[src/design/cpbc_pkg.sv]
package cpbc_pkg;

	localparam int ACC_W     = 58;
	localparam int PROD_W    = 57;
	localparam int OPND_W    = 41;
	localparam int HALF_W    = 25;
	localparam int FRAC_W    = 16;
	localparam int CFG_IDX_W = 3;

	localparam logic signed [31:0] S32_MAX = 32'sh7FFF_FFFF;
	localparam logic signed [31:0] S32_MIN = 32'sh8000_0000;
	localparam logic signed [39:0] S40_MAX = 40'sh7F_FFFF_FFFF;
	localparam logic signed [39:0] S40_MIN = 40'sh80_0000_0000;

	localparam logic signed [31:0] RST_INNER_P = 32'sd655360;
	localparam logic signed [31:0] RST_INNER_I = 32'sd19661;
	localparam logic signed [31:0] RST_INNER_D = 32'sd65536;
	localparam logic signed [31:0] RST_OUTER_P = 32'sd2490;
	localparam logic signed [31:0] RST_OUTER_I = 32'sd5;
	localparam logic signed [31:0] RST_OUTER_D = 32'sd655;

	typedef enum logic [CFG_IDX_W-1:0] {
		REG_INNER_P = 3'd0,
		REG_INNER_I = 3'd1,
		REG_INNER_D = 3'd2,
		REG_OUTER_P = 3'd3,
		REG_OUTER_I = 3'd4,
		REG_OUTER_D = 3'd5
	} cfg_reg_t;

	typedef struct packed {
		logic              command_valid;
		logic signed [31:0] command_linear;
		logic signed [31:0] command_angular;
		logic signed [31:0] measured_pitch;
	} tick_t;

	typedef struct packed {
		logic signed [31:0] drive_linear;
		logic signed [31:0] drive_angular;
	} drive_t;

	typedef struct packed {
		logic signed [31:0] inner_prop_gain;
		logic signed [31:0] inner_integ_gain_dt;
		logic signed [31:0] inner_deriv_gain_dt;
		logic signed [31:0] outer_prop_gain;
		logic signed [31:0] outer_integ_gain_dt;
		logic signed [31:0] outer_deriv_gain_dt;
	} gains_t;

	typedef enum logic [3:0] {
		ST_WAIT,
		ST_ERR,
		ST_INTEG,
		ST_P_HI,
		ST_P_LO,
		ST_I_HI,
		ST_I_LO,
		ST_D_HI,
		ST_D_LO,
		ST_LOOP_END,
		ST_DRIVE,
		ST_EMIT
	} step_t;

	typedef enum logic [1:0] {
		SEQ_NEXT,
		SEQ_WAIT_IN,
		SEQ_LOOP,
		SEQ_EMIT
	} seq_op_t;

	typedef enum logic [1:0] {
		TERM_P,
		TERM_I,
		TERM_D
	} term_t;

	typedef enum logic [1:0] {
		ACC_HOLD,
		ACC_CLR,
		ACC_FULL,
		ACC_SHR
	} acc_op_t;

	typedef struct packed {
		seq_op_t seq;
		step_t   target;
		logic    err_ld;
		logic    integ_ld;
		logic    mul_en;
		term_t   term;
		logic    mul_lo;
		acc_op_t acc;
		logic    drive_ld;
	} uword_t;

	typedef struct packed {
		uword_t uw;
		logic   loop_inner;
		logic   in_ready;
		logic   in_fire;
		logic   emit_fire;
	} ctl_t;

	typedef struct packed {
		logic in_valid;
		logic out_free;
	} stat_t;

	function automatic logic signed [31:0] sat32(input logic signed [ACC_W-1:0] v);
		logic signed [31:0] r;
		if (v[ACC_W-1:31] == '0 || v[ACC_W-1:31] == '1)
			r = v[31:0];
		else
			r = v[ACC_W-1] ? S32_MIN : S32_MAX;
		return r;
	endfunction

	function automatic logic signed [39:0] sat40(input logic signed [40:0] v);
		logic signed [39:0] r;
		if (v[40] == v[39])
			r = v[39:0];
		else
			r = v[40] ? S40_MIN : S40_MAX;
		return r;
	endfunction

	// Control store: one loop body, run once for the outer and once for the inner PID
	function automatic uword_t ucode(input step_t step);
		uword_t w;
		w = '0;
		unique case (step)
			ST_WAIT: begin
				w.seq = SEQ_WAIT_IN;
			end
			ST_ERR: begin
				w.err_ld = 1'b1;
			end
			ST_INTEG: begin
				w.integ_ld = 1'b1;
				w.acc      = ACC_CLR;
			end
			ST_P_HI: begin
				w.mul_en = 1'b1;
				w.term   = TERM_P;
			end
			ST_P_LO: begin
				w.mul_en = 1'b1;
				w.term   = TERM_P;
				w.mul_lo = 1'b1;
				w.acc    = ACC_FULL;
			end
			ST_I_HI: begin
				w.mul_en = 1'b1;
				w.term   = TERM_I;
				w.acc    = ACC_SHR;
			end
			ST_I_LO: begin
				w.mul_en = 1'b1;
				w.term   = TERM_I;
				w.mul_lo = 1'b1;
				w.acc    = ACC_FULL;
			end
			ST_D_HI: begin
				w.mul_en = 1'b1;
				w.term   = TERM_D;
				w.acc    = ACC_SHR;
			end
			ST_D_LO: begin
				w.mul_en = 1'b1;
				w.term   = TERM_D;
				w.mul_lo = 1'b1;
				w.acc    = ACC_FULL;
			end
			ST_LOOP_END: begin
				w.seq    = SEQ_LOOP;
				w.target = ST_ERR;
				w.acc    = ACC_SHR;
			end
			ST_DRIVE: begin
				w.drive_ld = 1'b1;
			end
			ST_EMIT: begin
				w.seq    = SEQ_EMIT;
				w.target = ST_WAIT;
			end
			default: begin
				w.seq    = SEQ_EMIT;
				w.target = ST_WAIT;
			end
		endcase
		return w;
	endfunction

endpackage

[src/design/cpbc_sequencer.sv]
module cpbc_sequencer import cpbc_pkg::*; (
	input  logic  clk,
	input  logic  arst_n,
	input  stat_t stat,
	output ctl_t  ctl
);

	step_t  step_q, step_d;
	step_t  step_inc;
	logic   loop_inner_q, loop_inner_d;
	uword_t uw;

	assign uw       = ucode(step_q);
	assign step_inc = step_t'(step_q + 1'b1);

	always_comb begin
		step_d       = step_q;
		loop_inner_d = loop_inner_q;
		unique case (uw.seq)
			SEQ_NEXT: begin
				step_d = step_inc;
			end
			SEQ_WAIT_IN: begin
				if (stat.in_valid) begin
					step_d       = step_inc;
					loop_inner_d = 1'b0;
				end
			end
			SEQ_LOOP: begin
				// run the body a second time for the inner loop
				if (loop_inner_q) begin
					step_d = step_inc;
				end else begin
					step_d       = uw.target;
					loop_inner_d = 1'b1;
				end
			end
			SEQ_EMIT: begin
				if (stat.out_free)
					step_d = uw.target;
			end
			default: begin
				step_d = ST_WAIT;
			end
		endcase
	end

	always_comb begin
		ctl.uw         = uw;
		ctl.loop_inner = loop_inner_q;
		ctl.in_ready   = (uw.seq == SEQ_WAIT_IN);
		ctl.in_fire    = (uw.seq == SEQ_WAIT_IN) && stat.in_valid;
		ctl.emit_fire  = (uw.seq == SEQ_EMIT) && stat.out_free;
	end

	always_ff @(posedge clk or negedge arst_n) begin
		if (!arst_n) begin
			step_q       <= ST_WAIT;
			loop_inner_q <= 1'b0;
		end else begin
			step_q       <= step_d;
			loop_inner_q <= loop_inner_d;
		end
	end

endmodule

[src/design/cpbc_datapath.sv]
module cpbc_datapath import cpbc_pkg::*; (
	input  logic   clk,
	input  logic   arst_n,
	input  ctl_t   ctl,
	input  tick_t  tick,
	input  gains_t gains,
	output drive_t result
);

	logic signed [31:0]        lin_q, ang_q, pitch_q;
	logic signed [31:0]        err_q;
	logic signed [32:0]        diff_q;
	logic signed [PROD_W-1:0]  prod_q;
	logic signed [ACC_W-1:0]   acc_q;

	logic signed [39:0]        osum_q, isum_q;
	logic signed [31:0]        olast_q, ilast_q, last_drive_q;

	logic signed [31:0]        acc_sat;
	logic signed [31:0]        err_x;
	logic signed [32:0]        err_y;
	logic signed [33:0]        err_sum;
	logic signed [31:0]        err_new;
	logic signed [39:0]        sum_cur, sum_new;
	logic signed [31:0]        last_cur;
	logic signed [32:0]        diff_new;
	logic signed [OPND_W-1:0]  opnd;
	logic signed [31:0]        mul_a;
	logic signed [HALF_W-1:0]  mul_b;
	logic signed [PROD_W-1:0]  product;
	logic signed [ACC_W-1:0]   acc_add;

	assign acc_sat = sat32(acc_q);

	// outer error: command plus last drive; inner error: setpoint minus pitch
	assign err_x   = ctl.loop_inner ? acc_sat : lin_q;
	assign err_y   = ctl.loop_inner ? -(33'(pitch_q)) : 33'(last_drive_q);
	assign err_sum = 34'(err_x) + 34'(err_y);
	assign err_new = sat32(ACC_W'(err_sum));

	assign sum_cur  = ctl.loop_inner ? isum_q : osum_q;
	assign last_cur = ctl.loop_inner ? ilast_q : olast_q;
	assign sum_new  = sat40(41'(sum_cur) + 41'(err_q));
	assign diff_new = 33'(err_q) - 33'(last_cur);

	always_comb begin
		case (ctl.uw.term)
			TERM_P:  opnd = OPND_W'(err_q);
			TERM_I:  opnd = OPND_W'(sum_cur);
			TERM_D:  opnd = OPND_W'(diff_q);
			default: opnd = '0;
		endcase
	end

	always_comb begin
		case (ctl.uw.term)
			TERM_P:  mul_a = ctl.loop_inner ? gains.inner_prop_gain : gains.outer_prop_gain;
			TERM_I:  mul_a = ctl.loop_inner ? gains.inner_integ_gain_dt
			                                : gains.outer_integ_gain_dt;
			TERM_D:  mul_a = ctl.loop_inner ? gains.inner_deriv_gain_dt
			                                : gains.outer_deriv_gain_dt;
			default: mul_a = '0;
		endcase
	end

	// split the operand: signed upper part, unsigned low 16 bits
	assign mul_b   = ctl.uw.mul_lo ? $signed({{(HALF_W-FRAC_W){1'b0}}, opnd[FRAC_W-1:0]})
	                               : $signed(opnd[OPND_W-1:FRAC_W]);
	assign product = mul_a * mul_b;

	assign acc_add = acc_q + ((ctl.uw.acc == ACC_SHR)
		? ACC_W'($signed(prod_q[PROD_W-1:FRAC_W]))
		: ACC_W'(prod_q));

	always_ff @(posedge clk) begin
		if (ctl.in_fire) begin
			lin_q   <= tick.command_valid ? tick.command_linear : '0;
			ang_q   <= tick.command_valid ? tick.command_angular : '0;
			pitch_q <= tick.measured_pitch;
		end
		if (ctl.uw.err_ld)
			err_q <= err_new;
		if (ctl.uw.integ_ld)
			diff_q <= diff_new;
		if (ctl.uw.mul_en)
			prod_q <= product;
		case (ctl.uw.acc) inside
			ACC_CLR:           acc_q <= '0;
			ACC_FULL, ACC_SHR: acc_q <= acc_add;
			default:           acc_q <= acc_q;
		endcase
	end

	always_ff @(posedge clk or negedge arst_n) begin
		if (!arst_n) begin
			osum_q       <= '0;
			isum_q       <= '0;
			olast_q      <= '0;
			ilast_q      <= '0;
			last_drive_q <= '0;
		end else begin
			if (ctl.uw.integ_ld) begin
				if (ctl.loop_inner) begin
					isum_q  <= sum_new;
					ilast_q <= err_q;
				end else begin
					osum_q  <= sum_new;
					olast_q <= err_q;
				end
			end
			if (ctl.uw.drive_ld)
				last_drive_q <= acc_sat;
		end
	end

	assign result.drive_linear  = (last_drive_q == S32_MIN) ? S32_MAX : -last_drive_q;
	assign result.drive_angular = ang_q;

endmodule

[src/design/cascaded_pid_balance_controller.sv]
// Channel  Signals                          Direction  Payload
// tick     tick_valid, tick_ready, tick     in         tick_t: command and measured pitch
// drive    drive_valid, drive_ready, drive  out        drive_t: linear and angular drive
// cfg      cfg_we, cfg_idx, cfg_wdata       in         gain register write, no read-back
//
// A tick is taken only at the wait step, and tick_ready stays low from a transfer until
// the result is loaded. The control store runs a nine-step PID body twice (outer, then
// inner), sharing one 32x25 multiplier for six half products per loop, plus two steps to
// form and register the drive. Reset clears the sequencer, integrators, last errors and
// last drive and loads the gain defaults. A result waits in the output register; the
// sequencer stalls at its final step only if the previous result is still untaken.
module cascaded_pid_balance_controller import cpbc_pkg::*; (
	input  logic                 clk,
	input  logic                 arst_n,
	input  logic                 tick_valid,
	output logic                 tick_ready,
	input  tick_t                tick,
	output logic                 drive_valid,
	input  logic                 drive_ready,
	output drive_t               drive,
	input  logic                 cfg_we,
	input  logic [CFG_IDX_W-1:0] cfg_idx,
	input  logic [31:0]          cfg_wdata
);

	gains_t gains_q;
	drive_t drive_q;
	logic   drive_valid_q;
	stat_t  stat;
	ctl_t   ctl;
	drive_t result;

	assign stat.in_valid = tick_valid;
	assign stat.out_free = !drive_valid_q || drive_ready;

	cpbc_sequencer u_seq (
		.clk    (clk),
		.arst_n (arst_n),
		.stat   (stat),
		.ctl    (ctl)
	);

	cpbc_datapath u_dp (
		.clk    (clk),
		.arst_n (arst_n),
		.ctl    (ctl),
		.tick   (tick),
		.gains  (gains_q),
		.result (result)
	);

	always_ff @(posedge clk or negedge arst_n) begin
		if (!arst_n) begin
			gains_q.inner_prop_gain     <= RST_INNER_P;
			gains_q.inner_integ_gain_dt <= RST_INNER_I;
			gains_q.inner_deriv_gain_dt <= RST_INNER_D;
			gains_q.outer_prop_gain     <= RST_OUTER_P;
			gains_q.outer_integ_gain_dt <= RST_OUTER_I;
			gains_q.outer_deriv_gain_dt <= RST_OUTER_D;
		end else if (cfg_we) begin
			unique case (cfg_reg_t'(cfg_idx))
				REG_INNER_P: gains_q.inner_prop_gain     <= cfg_wdata;
				REG_INNER_I: gains_q.inner_integ_gain_dt <= cfg_wdata;
				REG_INNER_D: gains_q.inner_deriv_gain_dt <= cfg_wdata;
				REG_OUTER_P: gains_q.outer_prop_gain     <= cfg_wdata;
				REG_OUTER_I: gains_q.outer_integ_gain_dt <= cfg_wdata;
				REG_OUTER_D: gains_q.outer_deriv_gain_dt <= cfg_wdata;
				default:     gains_q <= gains_q;
			endcase
		end
	end

	always_ff @(posedge clk or negedge arst_n) begin
		if (!arst_n)
			drive_valid_q <= 1'b0;
		else if (ctl.emit_fire)
			drive_valid_q <= 1'b1;
		else if (drive_ready)
			drive_valid_q <= 1'b0;
	end

	always_ff @(posedge clk) begin
		if (ctl.emit_fire)
			drive_q <= result;
	end

	assign tick_ready  = ctl.in_ready;
	assign drive_valid = drive_valid_q;
	assign drive       = drive_q;

	// busy for the whole computation once a tick is taken
	a_busy_after_tick: assert property (@(posedge clk) disable iff (!arst_n)
		tick_valid && tick_ready |=> !tick_ready)
		else $error("tick_ready high right after a tick transfer");

	// a result comes only out of the inner loop pass
	a_emit_inner: assert property (@(posedge clk) disable iff (!arst_n)
		ctl.emit_fire |-> ctl.loop_inner)
		else $error("result emitted before inner loop ran");

	// after a result is loaded the block presents it and waits for the next tick
	a_emit_then_wait: assert property (@(posedge clk) disable iff (!arst_n)
		ctl.emit_fire |=> drive_valid && tick_ready)
		else $error("result not presented or sequencer not back at wait");

endmodule
[config.mk]
export PLATFORM = sky130hd
export DESIGN_NAME = cascaded_pid_balance_controller
export DESIGN_NICKNAME = d
export VERILOG_FILES = /design/src/design/cpbc_pkg.sv /design/src/design/cpbc_sequencer.sv /design/src/design/cpbc_datapath.sv /design/src/design/cascaded_pid_balance_controller.sv
export SDC_FILE = /design/constraint.sdc
export NUM_CORES = 2
export LEC_CHECK = 0
export ABC_AREA = 1
export BUFFER_PORTS_ARGS = -buffer_cell sky130_fd_sc_hd__buf_2
export CAP_MARGIN = 0
export CORE_MARGIN = 4
export CORE_UTILIZATION = 60
export DETAILED_ROUTE_END_ITERATION = 8
export PLACE_DENSITY_LB_ADDON = 0.15
export SLEW_MARGIN = 20
export SYNTH_ARGS = -nofsm -noshare
export SYNTH_HDL_FRONTEND = slang
export SYNTH_HIERARCHICAL = 1
export SYNTH_SLANG_ARGS = --single-unit
[constraint.sdc]
create_clock -name clk -period 23.7 [get_ports clk]
set_input_delay 5.925 -clock clk [delete_from_list [all_inputs] [get_ports clk]]
set_output_delay 5.925 -clock clk [all_outputs]
set_load 0.01 [all_outputs]
; Word level (Yosys, flattened, before mapping)
; Index checks and enable logic that the tools add are counted.
[classes]
n_addsub = 7
n_eq_ne = 29
div_mod_pow = 0
n_mul = 1
n_mux = 33
bitwise = 1
order_cmp = 0
reduce_logical = 31
shift = 0
[ops]
columns = op, count
row1 = two-way mux 32 bit, 9
row2 = one-hot mux 41 bit (3 select lines), 1
row3 = two-way mux 40 bit, 3
row4 = one-hot mux 32 bit (3 select lines), 1
row5 = adder 58 x 57 -> 58 bit, 1
row6 = multiplier 32 x 25 -> 57 bit, 1
row7 = two-way mux 56 bit, 1
row8 = "== test 27 bit, second input constant", 2
row9 = zero test 27 bit, 2
row10 = adder 40 x 32 -> 41 bit, 1
row11 = adder 32 x 33 -> 34 bit, 1
row12 = two-way mux 33 bit, 1
row13 = negator 32 -> 33 bit, 1
row14 = subtractor 32 x 32 -> 33 bit, 1
row15 = "== test 32 bit, second input constant", 1
row16 = negator 32 bit, 1
row17 = two-way mux 25 bit, 1
row18 = AND reduction 2 bit, 10
row19 = "== test 4 x 3 -> 1 bit, second input constant", 4
row20 = one-hot mux 4 bit (4 select lines), 1
row21 = "== test 4 bit, second input constant", 3
row22 = two-way mux 4 bit, 3
row23 = one-hot mux 2 bit (3 select lines), 2
row24 = "== test 2 bit, second input constant", 5
row25 = other kinds (24), 45
[totals]
elab_cells = 125
latch_bits = 0
memories = 0
register_bits = 714
ram_bits = 0
rom_bits = 0
output_inout_bits = 66
in_bits = 137

; Logic depth before layout (Yosys ltp)
[logic_depth]
depth_word = 8
depth_mapped = 43
depth_no_buf = 40

; Cells and area by module
; The synthesis kept the hierarchy.
[modules_own_cells]
columns = mod, n_inst, area_per_inst_um2, cells_each, seq_area_each_um2
row1 = cpbc_datapath, 1, 62118.3, 8463, 12111.6
row2 = cascaded_pid_balance_controller, 1, 9429.0, 909, 6784.0
row3 = cpbc_sequencer, 1, 589.3, 82, 125.1

; Least setup slack after synthesis
; No wires, ideal clock.
[synth_path]
path_kind = input to register
startpoint = input drive_ready
endpoint = register drive_q, in the netlist drive[0] (enable)
n_path_buf = 0
arrival_ps = 8780
stages = 4
setup_ps = 488
slack_ps = 14432
t_required_ps = 23212
cell_sequence = inv_1 nand2_1 inv_1 nor2_1
[synth_rtl]
columns = item, line_no
row1 = "start, declared", cascaded_pid_balance_controller.sv:19  ; input logic drive_ready,
row2 = "end signal, assigned", cascaded_pid_balance_controller.sv:84  ; drive_q <= result;
row3 = "end, declared", cascaded_pid_balance_controller.sv:27  ; drive_t drive_q;

; Worst setup path in the final report
[layout_path]
startpoint = register u_seq.loop_inner_q
endpoint = register u_dp.prod_q[45] (data pin)
[layout_between]
elab_chain_cells = 4
elab_cells_between_ends = 8
classes_between = 1 x mul / 7 x mux
[layout_rtl]
columns = item, line_no
row1 = "start, declared", cpbc_sequencer.sv:10  ; logic loop_inner_q, loop_inner_d;
row2 = "start signal, assigned", cpbc_sequencer.sv:62  ; loop_inner_q <= loop_inner_d;
row3 = two-way mux 40 bit, cpbc_datapath.sv:41  ; assign sum_cur = ctl.loop_inner ? isum_q : osum_q;
row4 = one-hot mux 41 bit (3 select lines), cpbc_datapath.sv:47  ; case (ctl.uw.term)
row5 = two-way mux 25 bit, cpbc_datapath.sv:67  ; assign mul_b = ctl.uw.mul_lo ? $signed({{(HALF_W-FRAC_W){1'b0}}, opnd[FRAC_W-1:0]})
row6 = multiplier 32 x 25 -> 57 bit *, cpbc_datapath.sv:69  ; assign product = mul_a * mul_b;
row7 = net u_dp.product[45], cpbc_datapath.sv:30  ; logic signed [PROD_W-1:0] product;
row8 = "end signal, assigned", cpbc_datapath.sv:86  ; prod_q <= product;
row9 = "end, declared", cpbc_datapath.sv:13  ; logic signed [PROD_W-1:0] prod_q;
; Mark *: on every way through the listed nets, which the timed path passes. The rest lies on a longest branch.
; A chain may end at the register's enable or synchronous reset.

==> metrics.cfg <==
[logic_synthesis]
synthesis.nets=10700
netlist_instances=9449
yosys_warnings=6
syn_area_sq_mm=0.0721
syn_avg_cell_area_sq_um=7.63

[routing]
vias_per_cell=5.79
drt-total-wl_microns=242000
drcViolationCount=0
via_count=64600
firstDrtPassIters=9
final_antenna_net_count=0
drtIter0Drc=7125
wl_per_cell_microns=21.7

[clock_tree]
ctsHtreeMaxLevel=3
ctsLongestPathBuffers=3
clk_latency_ns=0.71
root_buffer=clkbuf_16
clkSinkCount=714
post-cts-setup-buffers=0
path_clk_slew_ns=0.06
cts_resized=0
ctsHoldBuffers=0
cts_buffers=82
cts_tree=yes

[worst_hold_path]
min_path_type=reg -> reg

[timing]
min_period_ns=10.39
hold_viol_final=0
setup_viol=0
period_share_pct=43.8
fmax_mhz=96.3
relSlewSlack_pct=28.7
finalMaxSlewViolations=0
rsz0062_at_grt=false
worst_pin_slew_ns=1.07
holdWs_ns=0.415
skew_ns=0.0441
final.setup.tns_ns=0

[floorplanning]
core_sq_mm=0.119
die_w_microns=355
pin_count=203
dieArea_sq_mm=0.126
start_util_pct=60.7
fp.dieH_microns=355
num_rows=126

[critical_path]
slowest_delay_ns=0.93
crit_type=reg -> reg
crit_path_frequent_cell=fa_1
end_kind=flip-flop
startpoint_type=flip-flop
worstPathRequired_ns=24.13
crit_slowest_cell=buf_4
cp.arrival_ns=10.81
crit_fanout=94

[placement]
globalplace.congestion=1.02
port-buffer-count=202
place_hpwl_microns=181000
detailed_place.area_sq_mm=0.0745

[final_layout]
multiInputGateArea_sq_mm=0.0455
post-route-util_pct=65.1
final_common_cell=nand2_1
register_area_sq_mm=0.0190
fin_area_sq_mm=0.0772
layout_common_cells=2,751 x nand2_1, 1,628 x inv_1, 987 x nor2_1
drive_gt1_share_pct=6.01
area_growth_pct=7.11
n_fill_cell=10500
nNetsFinal=10800

[global_route]
grt_pass1_wl_microns=373000
grt_usage_pct=38.4
grt_max_degree=167
overflow=0
antenna_found_initial=6
grt_pass1_vias=64800

[job]
cap_violations=0

[status]
status=completed

==> critical path: cells and delay by family (launching register included) <==
| kind | cells | cell delay, ns |
|---|---|---|
| xor+xnor | 1 | 0.13 |
| buf+inv | 9 | 2.78 |
| compound gates | 3 | 0.69 |
| fa+ha+maj | 8 | 3.98 |
| simple gates | 8 | 1.60 |
| flops | 1 | 0.79 |
==> state kept, by name (all words and copies together) (netlist names), 4 cells and up <==
signal / cells
u_seq/step_q: 4
gains_q: 192
u_dp/pitch_q: 32
u_dp/prod_q: 57
u_dp/lin_q: 32
u_dp/err_q: 32
u_dp/ang_q: 32
u_dp/diff_q: 33
u_dp/ilast_q: 32
drive: 64
u_dp/acc_q: 58
u_dp/last_drive_q: 32
u_dp/osum_q: 40
u_dp/olast_q: 32
u_dp/isum_q: 40
==> per-stage QoR <==
| step | instances | worst slack (ns) |
|---|---|---|
| 6_report | 11200 | 13.31 |
| 5_1_grt | 11200 | 12.95 |
| 4_1_cts | 11200 | 13.50 |
| 3_5_place_dp | 11000 | 13.55 |
| 3_3_place_gp | 11000 | 13.30 |
| 2_1_floorplan | 9449 | 14.43 |
==> layer usage <==
layer	vias up	GRT usage, %	share of wire [%]
li1	29100	-	-
met1	31000	50.7	39
met2	3619	60.2	44
met3	829	9.16	11
met4	6	18.5	6.1
met5	-	0	0.017
==> area by class of cell <==
class / count / share of cell area (%)
Clock buffer: 112 / 2.96
Inverter: 1655 / 8.05
Antenna cell: 4 / 0.0130
Sequential cell: 714 / 24.6
Multi-Input combinational cell: 6736 / 58.9
Clock inverter: 41 / 0.617
Tap cell: 1600 / 2.59
Timing Repair Buffer: 293 / 2.24
==> path summary, 6_finish.rpt <==
check                                         from                 end  slack, ns  cells past startpoint
worst min-delay path                 u_dp/ang_q[6]            drive[6]       0.42                      0
min in group asynchronous                   arst_n        gains_q[181]       5.27                      1
max in group asynchronous                   arst_n  u_seq/loop_inner_q      16.16                      3
worst max register to register  u_seq/loop_inner_q     u_dp/prod_q[45]      13.31                     29
worst min register to register       u_dp/ang_q[6]            drive[6]       0.42                      0
worst max-delay path            u_seq/loop_inner_q     u_dp/prod_q[45]      13.31                     29
Power is not shown: default switching activity piles up to over one toggle a cycle in this logic, so the estimate is an artifact.
